$ cat src/sv/cltok_pkg.sv
package cltok_pkg;

  localparam logic [7:0] CH_BLANK  = 8'h20;
  localparam logic [7:0] CH_QUOTE  = 8'h22;
  localparam logic [7:0] CH_BSLASH = 8'h5C;
  localparam logic [7:0] CH_N      = 8'h6E;
  localparam logic [7:0] CH_R      = 8'h72;
  localparam logic [7:0] CH_T      = 8'h74;
  localparam logic [7:0] CH_LF     = 8'h0A;
  localparam logic [7:0] CH_CR     = 8'h0D;
  localparam logic [7:0] CH_TAB    = 8'h09;

  localparam logic KIND_CHAR = 1'b0;
  localparam logic KIND_END  = 1'b1;

  // result queue geometry
  localparam int OQ_DEPTH = 4;
  localparam int OQ_AW    = 2;
  localparam int OQ_CW    = 3;

  typedef enum logic [1:0] {
    MODE_IDLE   = 2'd0,
    MODE_ARG    = 2'd1,
    MODE_QUOTED = 2'd2
  } mode_t;

  typedef struct packed {
    logic       kind;
    logic [7:0] ch;
    logic       last;
  } result_t;

  // what one item hands to the result queue
  typedef struct packed {
    logic [1:0] cnt;
    result_t    r0;
    result_t    r1;
  } step_out_t;

endpackage

$ cat src/sv/cltok_step.sv
module cltok_step (
  input  logic                  clk,
  input  logic                  rst,
  input  logic                  advance,
  input  logic [7:0]            char_in,
  input  logic                  line_end,
  output cltok_pkg::step_out_t  step
);

  cltok_pkg::mode_t mode, mode_next;
  logic             esc, esc_next;

  cltok_pkg::mode_t mode_eff;
  cltok_pkg::mode_t plain_mode;
  logic             plain_emit;
  logic             plain_kind;
  logic [7:0]       plain_ch;
  logic             plain_esc;
  logic             a_v, b_v;
  logic [7:0]       a_ch;
  logic             b_kind;
  logic [7:0]       b_ch;
  logic             hit;
  logic [7:0]       mapped;

  // unused encoding behaves as inside an argument
  always_comb begin
    unique case (mode)
      cltok_pkg::MODE_IDLE:   mode_eff = cltok_pkg::MODE_IDLE;
      cltok_pkg::MODE_QUOTED: mode_eff = cltok_pkg::MODE_QUOTED;
      default:                mode_eff = cltok_pkg::MODE_ARG;
    endcase
  end

  always_comb begin
    hit    = 1'b1;
    mapped = char_in;
    unique case (char_in)
      cltok_pkg::CH_QUOTE:  mapped = cltok_pkg::CH_QUOTE;
      cltok_pkg::CH_N:      mapped = cltok_pkg::CH_LF;
      cltok_pkg::CH_R:      mapped = cltok_pkg::CH_CR;
      cltok_pkg::CH_T:      mapped = cltok_pkg::CH_TAB;
      cltok_pkg::CH_BSLASH: mapped = cltok_pkg::CH_BSLASH;
      default:              hit    = 1'b0;
    endcase
  end

  // ordinary handling of one character
  always_comb begin
    plain_mode = mode_eff;
    plain_emit = 1'b0;
    plain_kind = cltok_pkg::KIND_CHAR;
    plain_ch   = char_in;
    plain_esc  = 1'b0;
    priority if (char_in == cltok_pkg::CH_BLANK) begin
      if (mode_eff == cltok_pkg::MODE_QUOTED) begin
        plain_emit = 1'b1;
      end else if (mode_eff != cltok_pkg::MODE_IDLE) begin
        plain_emit = 1'b1;
        plain_kind = cltok_pkg::KIND_END;
        plain_ch   = 8'd0;
        plain_mode = cltok_pkg::MODE_IDLE;
      end
    end else if (char_in == cltok_pkg::CH_QUOTE) begin
      plain_mode = (mode_eff == cltok_pkg::MODE_QUOTED) ? cltok_pkg::MODE_ARG
                                                        : cltok_pkg::MODE_QUOTED;
    end else if (char_in == cltok_pkg::CH_BSLASH) begin
      plain_esc = 1'b1;
      if (mode_eff == cltok_pkg::MODE_IDLE) plain_mode = cltok_pkg::MODE_ARG;
    end else begin
      plain_emit = 1'b1;
      if (mode_eff == cltok_pkg::MODE_IDLE) plain_mode = cltok_pkg::MODE_ARG;
    end
  end

  // slot a: escape output, slot b: what follows it
  always_comb begin
    mode_next = mode_eff;
    esc_next  = esc;
    a_v       = 1'b0;
    a_ch      = cltok_pkg::CH_BSLASH;
    b_v       = 1'b0;
    b_kind    = cltok_pkg::KIND_CHAR;
    b_ch      = 8'd0;
    priority if (line_end) begin
      a_v       = esc;
      b_v       = (mode_eff != cltok_pkg::MODE_IDLE);
      b_kind    = cltok_pkg::KIND_END;
      mode_next = cltok_pkg::MODE_IDLE;
      esc_next  = 1'b0;
    end else if (esc && hit) begin
      a_v      = 1'b1;
      a_ch     = mapped;
      esc_next = 1'b0;
    end else begin
      a_v       = esc;
      b_v       = plain_emit;
      b_kind    = plain_kind;
      b_ch      = plain_ch;
      mode_next = plain_mode;
      esc_next  = plain_esc;
    end
  end

  always_comb begin
    step.cnt     = {a_v & b_v, a_v ^ b_v};
    step.r1.kind = b_kind;
    step.r1.ch   = b_ch;
    step.r1.last = 1'b1;
    if (a_v) begin
      step.r0.kind = cltok_pkg::KIND_CHAR;
      step.r0.ch   = a_ch;
      step.r0.last = !b_v;
    end else begin
      step.r0 = step.r1;
    end
  end

  always_ff @(posedge clk) begin
    if (rst) begin
      mode <= cltok_pkg::MODE_IDLE;
      esc  <= 1'b0;
    end else if (advance) begin
      mode <= mode_next;
      esc  <= esc_next;
    end
  end

  // a pending backslash always sits inside an argument
  a_esc_in_arg: assert property (@(posedge clk) disable iff (rst)
    !(esc && mode == cltok_pkg::MODE_IDLE))
    else $error("escape pending between arguments");

  a_mode_legal: assert property (@(posedge clk) disable iff (rst)
    mode != 2'd3)
    else $error("illegal mode encoding");

  a_eol_clears: assert property (@(posedge clk) disable iff (rst)
    advance && line_end |=> mode == cltok_pkg::MODE_IDLE && !esc)
    else $error("line end did not return to idle");

endmodule

$ cat src/sv/cltok_outq.sv
module cltok_outq (
  input  logic                 clk,
  input  logic                 rst,
  input  cltok_pkg::step_out_t push,
  input  logic                 pop,
  output logic                 room,
  output logic                 not_empty,
  output cltok_pkg::result_t   head
);

  cltok_pkg::result_t mem [cltok_pkg::OQ_DEPTH];

  logic [cltok_pkg::OQ_AW-1:0] wp, rp;
  logic [cltok_pkg::OQ_CW-1:0] count;
  logic [cltok_pkg::OQ_AW-1:0] wp1;

  assign wp1       = wp + {{(cltok_pkg::OQ_AW-1){1'b0}}, 1'b1};
  assign not_empty = (count != '0);
  // two free entries, ignoring this cycle's pop to keep ready off the out side
  assign room      = (count <= cltok_pkg::OQ_CW'(cltok_pkg::OQ_DEPTH - 2));
  assign head      = mem[rp];

  always_ff @(posedge clk) begin
    if (push.cnt != 2'd0) mem[wp] <= push.r0;
    if (push.cnt == 2'd2) mem[wp1] <= push.r1;
  end

  always_ff @(posedge clk) begin
    if (rst) begin
      wp    <= '0;
      rp    <= '0;
      count <= '0;
    end else begin
      wp    <= wp + push.cnt[cltok_pkg::OQ_AW-1:0];
      rp    <= rp + {{(cltok_pkg::OQ_AW-1){1'b0}}, pop};
      count <= count + {{(cltok_pkg::OQ_CW-2){1'b0}}, push.cnt}
                     - {{(cltok_pkg::OQ_CW-1){1'b0}}, pop};
    end
  end

  a_no_overflow: assert property (@(posedge clk) disable iff (rst)
    count <= cltok_pkg::OQ_CW'(cltok_pkg::OQ_DEPTH))
    else $error("result queue overflow");

  a_push_room: assert property (@(posedge clk) disable iff (rst)
    push.cnt != 2'd0 |-> room)
    else $error("push without room");

  a_no_underflow: assert property (@(posedge clk) disable iff (rst)
    pop |-> not_empty)
    else $error("pop from empty result queue");

endmodule

$ cat src/sv/command_line_tokenizer_core.sv
// Splits a command line, fed one character per beat and closed by a line_end beat, into
// arguments at unquoted blanks, strips double quotes and decodes backslash escapes. Each
// argument comes out as its characters (kind 0) followed by an end marker (kind 1); last
// marks the final result of each input beat, and a beat may give none, one or two results.
// The first result of a beat is valid once the beat has passed the input register and the
// result queue. One input beat is taken per cycle while each gives at most one result and
// out_ready stays high; two results of a beat share the single output port, which the
// four-entry result queue absorbs, stalling input when it runs short of two free entries.
module command_line_tokenizer_core (
  input  logic       clk,
  input  logic       rst,
  input  logic       in_valid,
  output logic       in_ready,
  input  logic [7:0] char_in,
  input  logic       line_end,
  output logic       out_valid,
  input  logic       out_ready,
  output logic       kind,
  output logic [7:0] char_out,
  output logic       last
);

  logic       a_valid;
  logic [7:0] a_char;
  logic       a_eol;
  logic       advance;
  logic       room;
  logic       not_empty;

  cltok_pkg::step_out_t step, push;
  cltok_pkg::result_t   head;

  assign advance  = a_valid && room;
  assign in_ready = !a_valid || advance;

  always_ff @(posedge clk) begin
    if (rst) begin
      a_valid <= 1'b0;
    end else if (in_ready) begin
      a_valid <= in_valid;
    end
  end

  always_ff @(posedge clk) begin
    if (in_ready && in_valid) begin
      a_char <= char_in;
      a_eol  <= line_end;
    end
  end

  cltok_step u_step (
    .clk      (clk),
    .rst      (rst),
    .advance  (advance),
    .char_in  (a_char),
    .line_end (a_eol),
    .step     (step)
  );

  always_comb begin
    push = step;
    if (!advance) push.cnt = 2'd0;
  end

  cltok_outq u_outq (
    .clk       (clk),
    .rst       (rst),
    .push      (push),
    .pop       (out_valid && out_ready),
    .room      (room),
    .not_empty (not_empty),
    .head      (head)
  );

  assign out_valid = not_empty;
  assign kind      = head.kind;
  assign char_out  = head.ch;
  assign last      = head.last;

endmodule

$ cat config.mk
export PLATFORM = sky130hd
export DESIGN_NAME = command_line_tokenizer_core
export DESIGN_NICKNAME = d
export VERILOG_FILES = /design/src/sv/cltok_pkg.sv /design/src/sv/cltok_step.sv /design/src/sv/cltok_outq.sv /design/src/sv/command_line_tokenizer_core.sv
export SDC_FILE = /design/constraint.sdc
export NUM_CORES = 1
export LEC_CHECK = 0
export BUFFER_PORTS_ARGS = -buffer_cell sky130_fd_sc_hd__buf_2
export CAP_MARGIN = 10
export CORE_MARGIN = 1.5
export CORE_UTILIZATION = 40
export CTS_CLUSTER_DIAMETER = 200
export DETAILED_ROUTE_END_ITERATION = 16
export MAX_ROUTING_LAYER = met4
export SYNTH_ARGS = -nofsm -noshare
export SYNTH_HDL_FRONTEND = slang
export SYNTH_HIERARCHICAL = 1
export SYNTH_SLANG_ARGS = --single-unit
$ cat constraint.sdc
create_clock -name clk -period 8.43 [get_ports clk]
set_input_delay 1.2645 -clock clk [delete_from_list [all_inputs] [get_ports clk]]
set_output_delay 1.2645 -clock clk [all_outputs]
set_load 0.05 [all_outputs]
==> results by group <==
Global routing
  • Total gr overflow: 0
  • Routing usage on met1: 20.1%
  • GRT Overall Usage: 15.2%
  • First-pass GRT wire length: 9980 µm
  • Number of global-route vias before repair: 1937
  • Initial antenna violation count: 0
  • Global routing's busiest layer: met2
  • Pin count of the biggest net entering global routing: 19
  • Met2 Resource Use GR: 22.5%
  • Met3 GRT Util: 4.03%

Pwr
  • Seq pwr share: 42.8%
  • Peak supply drop: 0.0974 mV
  • Power Internal: 0.000603 W
  • Clock share of power: 31.2%
  • NetSw: 0.000273 W
  • Leakage: 1.41 nW
  • Comb pwr share: 26.0%
  • Sw Share: 31.2%
  • PD cells: 229 nW/µm²

Placement
  • Placed wire-length estimate: 4320 µm
  • Placed inst area: 3620 µm²
  • Gpl congestion: 0.873
  • I/O Buffers: 24
  • Dpl cells: 359

Worst hold path
  • Hold Path Class: reg2reg
  • Worst Hold Path EP: u_step/mode[1]$_SDFFE_PP0P_
  • WHS Path Cells: 2
  • Hold_sp: u_step/mode[1]$_SDFFE_PP0P_

Yosys
  • Top post-synthesis cells by count: edfxtp_1, mux2_4, mux2_1
  • Synth Register Bits: 60
  • Post-synth top area share: 42.7%
  • Register area share after synthesis: 49.1%
  • Mapped Area: 3450 µm²
  • Synth top area cells: edfxtp_1, mux2_4, mux4_2
  • Most frequent cell after synthesis: edfxtp_1
  • Ys async rst share: 0%
  • Post-Syn Nets: 262
  • YS warnings: 6
  • Synth cell types: 59
  • Most used DFF post-synth: edfxtp_1
  • Post-Synthesis Cells: 241
  • Number of enable flip-flop cells after synthesis: 49
  • Syn avg cell area: 14.3 µm²
  • Leading area contributor after synthesis: edfxtp_1

Setup path
  • Worst r2r dst: u_outq/mem[0][5]$_DFFE_PP_
  • Setup crit end kind: flop
  • Sequence of cells on the critical path: or4b_4 -> nor4_2 -> and2b_1 -> o22ai_1 -> o41ai_1 -> ha_1 -> and3_2 -> nand4b_1 -> o31ai_1 -> buf_4
  • Critical Path Stages: 10
  • Worst r2r path cells: 10
  • Critical path class: reg2reg
  • Worst r2r src: a_char[7]$_DFFE_PP_
  • Slowest CP cell: nand4b_1
  • CP startpoint kind: flop
  • Worst-path maximum fanout: 11
  • Crit path DAT: 4.06 ns
  • Cell family with most CP delay: simple AND/OR/NAND/NOR gates
  • Critical path buffers and inverters: 1
  • Slowest stage delay, CP: 0.79 ns
  • Worst EP required: 8.46 ns
  • R2R Setup Slk: 4.41 ns

Finish
  • Design area: 3830 µm²
  • Non-filler cells, final: 375
  • Area growth syn-to-layout: 11.2%
  • Inserted Diodes: 0
  • Layout Nets: 286
  • Layout Utilization: 46.2%
  • Share of cells above drive strength 1: 33.3%
  • Fillcell total: 722

CTS
  • Post-CTS setup buffers: 0
  • Sink Count: 60
  • Clock-pin slew on the worst setup and hold paths: 0.06 ns
  • Clock insertion delay at the later pin of the skew report: 0.34 ns
  • Clock Root Buffer: clkbuf_8
  • Post-CTS Hold Fix Bufs: 0
  • CTS resizes: 0
  • Cts bufs inserted: 9
  • TritonCTS clock tree: yes
  • CTS max path bufs: 2
  • H-tree depth: 3

Die
  • Row count: 33
  • I/O pin cnt: 25
  • Initial Utilization: 41.5%
  • Die span in y: 95.8 µm
  • Chip Width: 95.8 µm
  • Core Area: 8300 µm²
  • Die footprint: 9180 µm²

Timing
  • Final setup viols: 0
  • Crit path time final: 4.02 ns
  • Max frequency: 248 MHz
  • RSZ-0062 raised after global routing: false
  • Final hold vios: 0
  • Setup TNS: 0 ns
  • Fin. max-slew vios: 0
  • Worst slew pin tran: 1.12 ns
  • Rel. slew slack: 24.9%
  • Final clock skew: 0.00920 ns
  • Final period utilization: 47.7%

Routing
  • Vias: 1982
  • Vias per cell: 5.29
  • DRT iter0 DRCs: 84
  • Final WL: 6090 µm
  • Drt first pass iters: 4
  • Post-route ant nets: 0
  • DR WL/cell: 16.2 µm
  • Post-route DRC violation count: 0

Run
  • Max Cap Viol: 0

Run status
  • Status: complete, no violations
metal layers:
metal	vias to the layer above	wire [µm]
met5	-	0
met2	42	2820
met1	966	3000
li1	969	-
met4	0	26
met3	5	236
cell families after synthesis:
| group | after synthesis | synth area share, % |
|---|---|---|
| DFF | 60 | 49.1 |
| xor gates and xnor gates | 4 | 1.85 |
| buffers and inverters | 23 | 3.89 |
| AOI/OAI and AO/OA | 27 | 5.66 |
| adders and majority gates | 8 | 3.12 |
| and+or+nand+nor | 66 | 14.1 |
| other | 1 | 0.109 |
| muxes | 52 | 22.2 |
metrics by stage:
step / setup WS (ns) / total power [W] / hold WS, ns
6_report: 4.41 / 0.000876 / 0.512
5_1_grt: 4.17 / 0.000918 / 0.543
4_1_cts: 4.42 / 0.000886 / 0.512
3_5_place_dp: 4.42 / 0.000612 / 0.502
3_3_place_gp: 4.21 / 0.000607 / 0.503
2_1_floorplan: 5.05 / 0.000566 / 0.471
worst max path at each step:
stage | start | end
global route | a_char[7]$_DFFE_PP_ | u_outq/mem[0][2]$_DFFE_PP_
global placement | a_char[7]$_DFFE_PP_ | u_outq/mem[3][4]$_DFFE_PP_
floorplan | a_char[7]$_DFFE_PP_ | u_outq/mem[0][0]$_DFFE_PP_
finish | a_char[7]$_DFFE_PP_ | u_outq/mem[0][5]$_DFFE_PP_
CTS | a_char[7]$_DFFE_PP_ | u_outq/mem[0][2]$_DFFE_PP_
detailed placement | a_char[7]$_DFFE_PP_ | u_outq/mem[0][3]$_DFFE_PP_
worst register-to-register path, cell delays in order, from the launching register on:
cell and delay, ns:
edfxtp_1 0.48, or4b_4 0.61, nor4_2 0.31, and2b_1 0.20, o22ai_1 0.06, o41ai_1 0.12, ha_1 0.32, and3_2 0.29
nand4b_1 0.79, o31ai_1 0.28, buf_4 0.25
registers in the layout, indices dropped and copies added (netlist names):
signal,cells
a_char,8
a_eol,1
a_valid,1
u_outq/count,3
u_outq/mem,40
u_outq/rp,2
u_outq/wp,2
u_step/esc,1
u_step/mode,2
power by group through the flow:
stage               Combinational (W)  Clock [W]  Sequential [W]
finish                       0.000227   0.000274        0.000375
CTS                          0.000230   0.000280        0.000376
global route                 0.000244   0.000293        0.000381
detailed placement           0.000229          0        0.000383
global placement             0.000226          0        0.000381
floorplan                    0.000206          0        0.000360
final cells by class:
type	count	area (µm²)	area share [%]
clock buffer	10	128	3.33
sequential	60	1690	44.2
timing repair buffer	26	135	3.53
multi-input combinational	158	1630	42.5
clock inverter	6	78.8	2.06
inverter	10	37.5	0.980
tap	105	131	3.43
cell usage in the layout, fill, tap and decap left out, types with 3 or more instances in the layout:
cell / Yosys / layout
nand2b_1: 3 / 3
clkbuf_8: 0 / 9
nor2_1: 11 / 11
and2_1: 8 / 8
o22ai_1: 4 / 4
nor2b_1: 8 / 8
a31oi_1: 3 / 3
ha_1: 7 / 7
o21ai_0: 5 / 5
mux4_2: 10 / 10
inv_1: 10 / 10
clkinv_1: 0 / 3
edfxtp_1: 49 / 49
a21oi_1: 3 / 3
dfxtp_1: 11 / 11
mux2_1: 15 / 15
mux2_4: 18 / 18
buf_2: 2 / 24
nand2_1: 5 / 5
mux2_2: 8 / 8
nand3_1: 3 / 3
(Power assumes the default switching activity.)
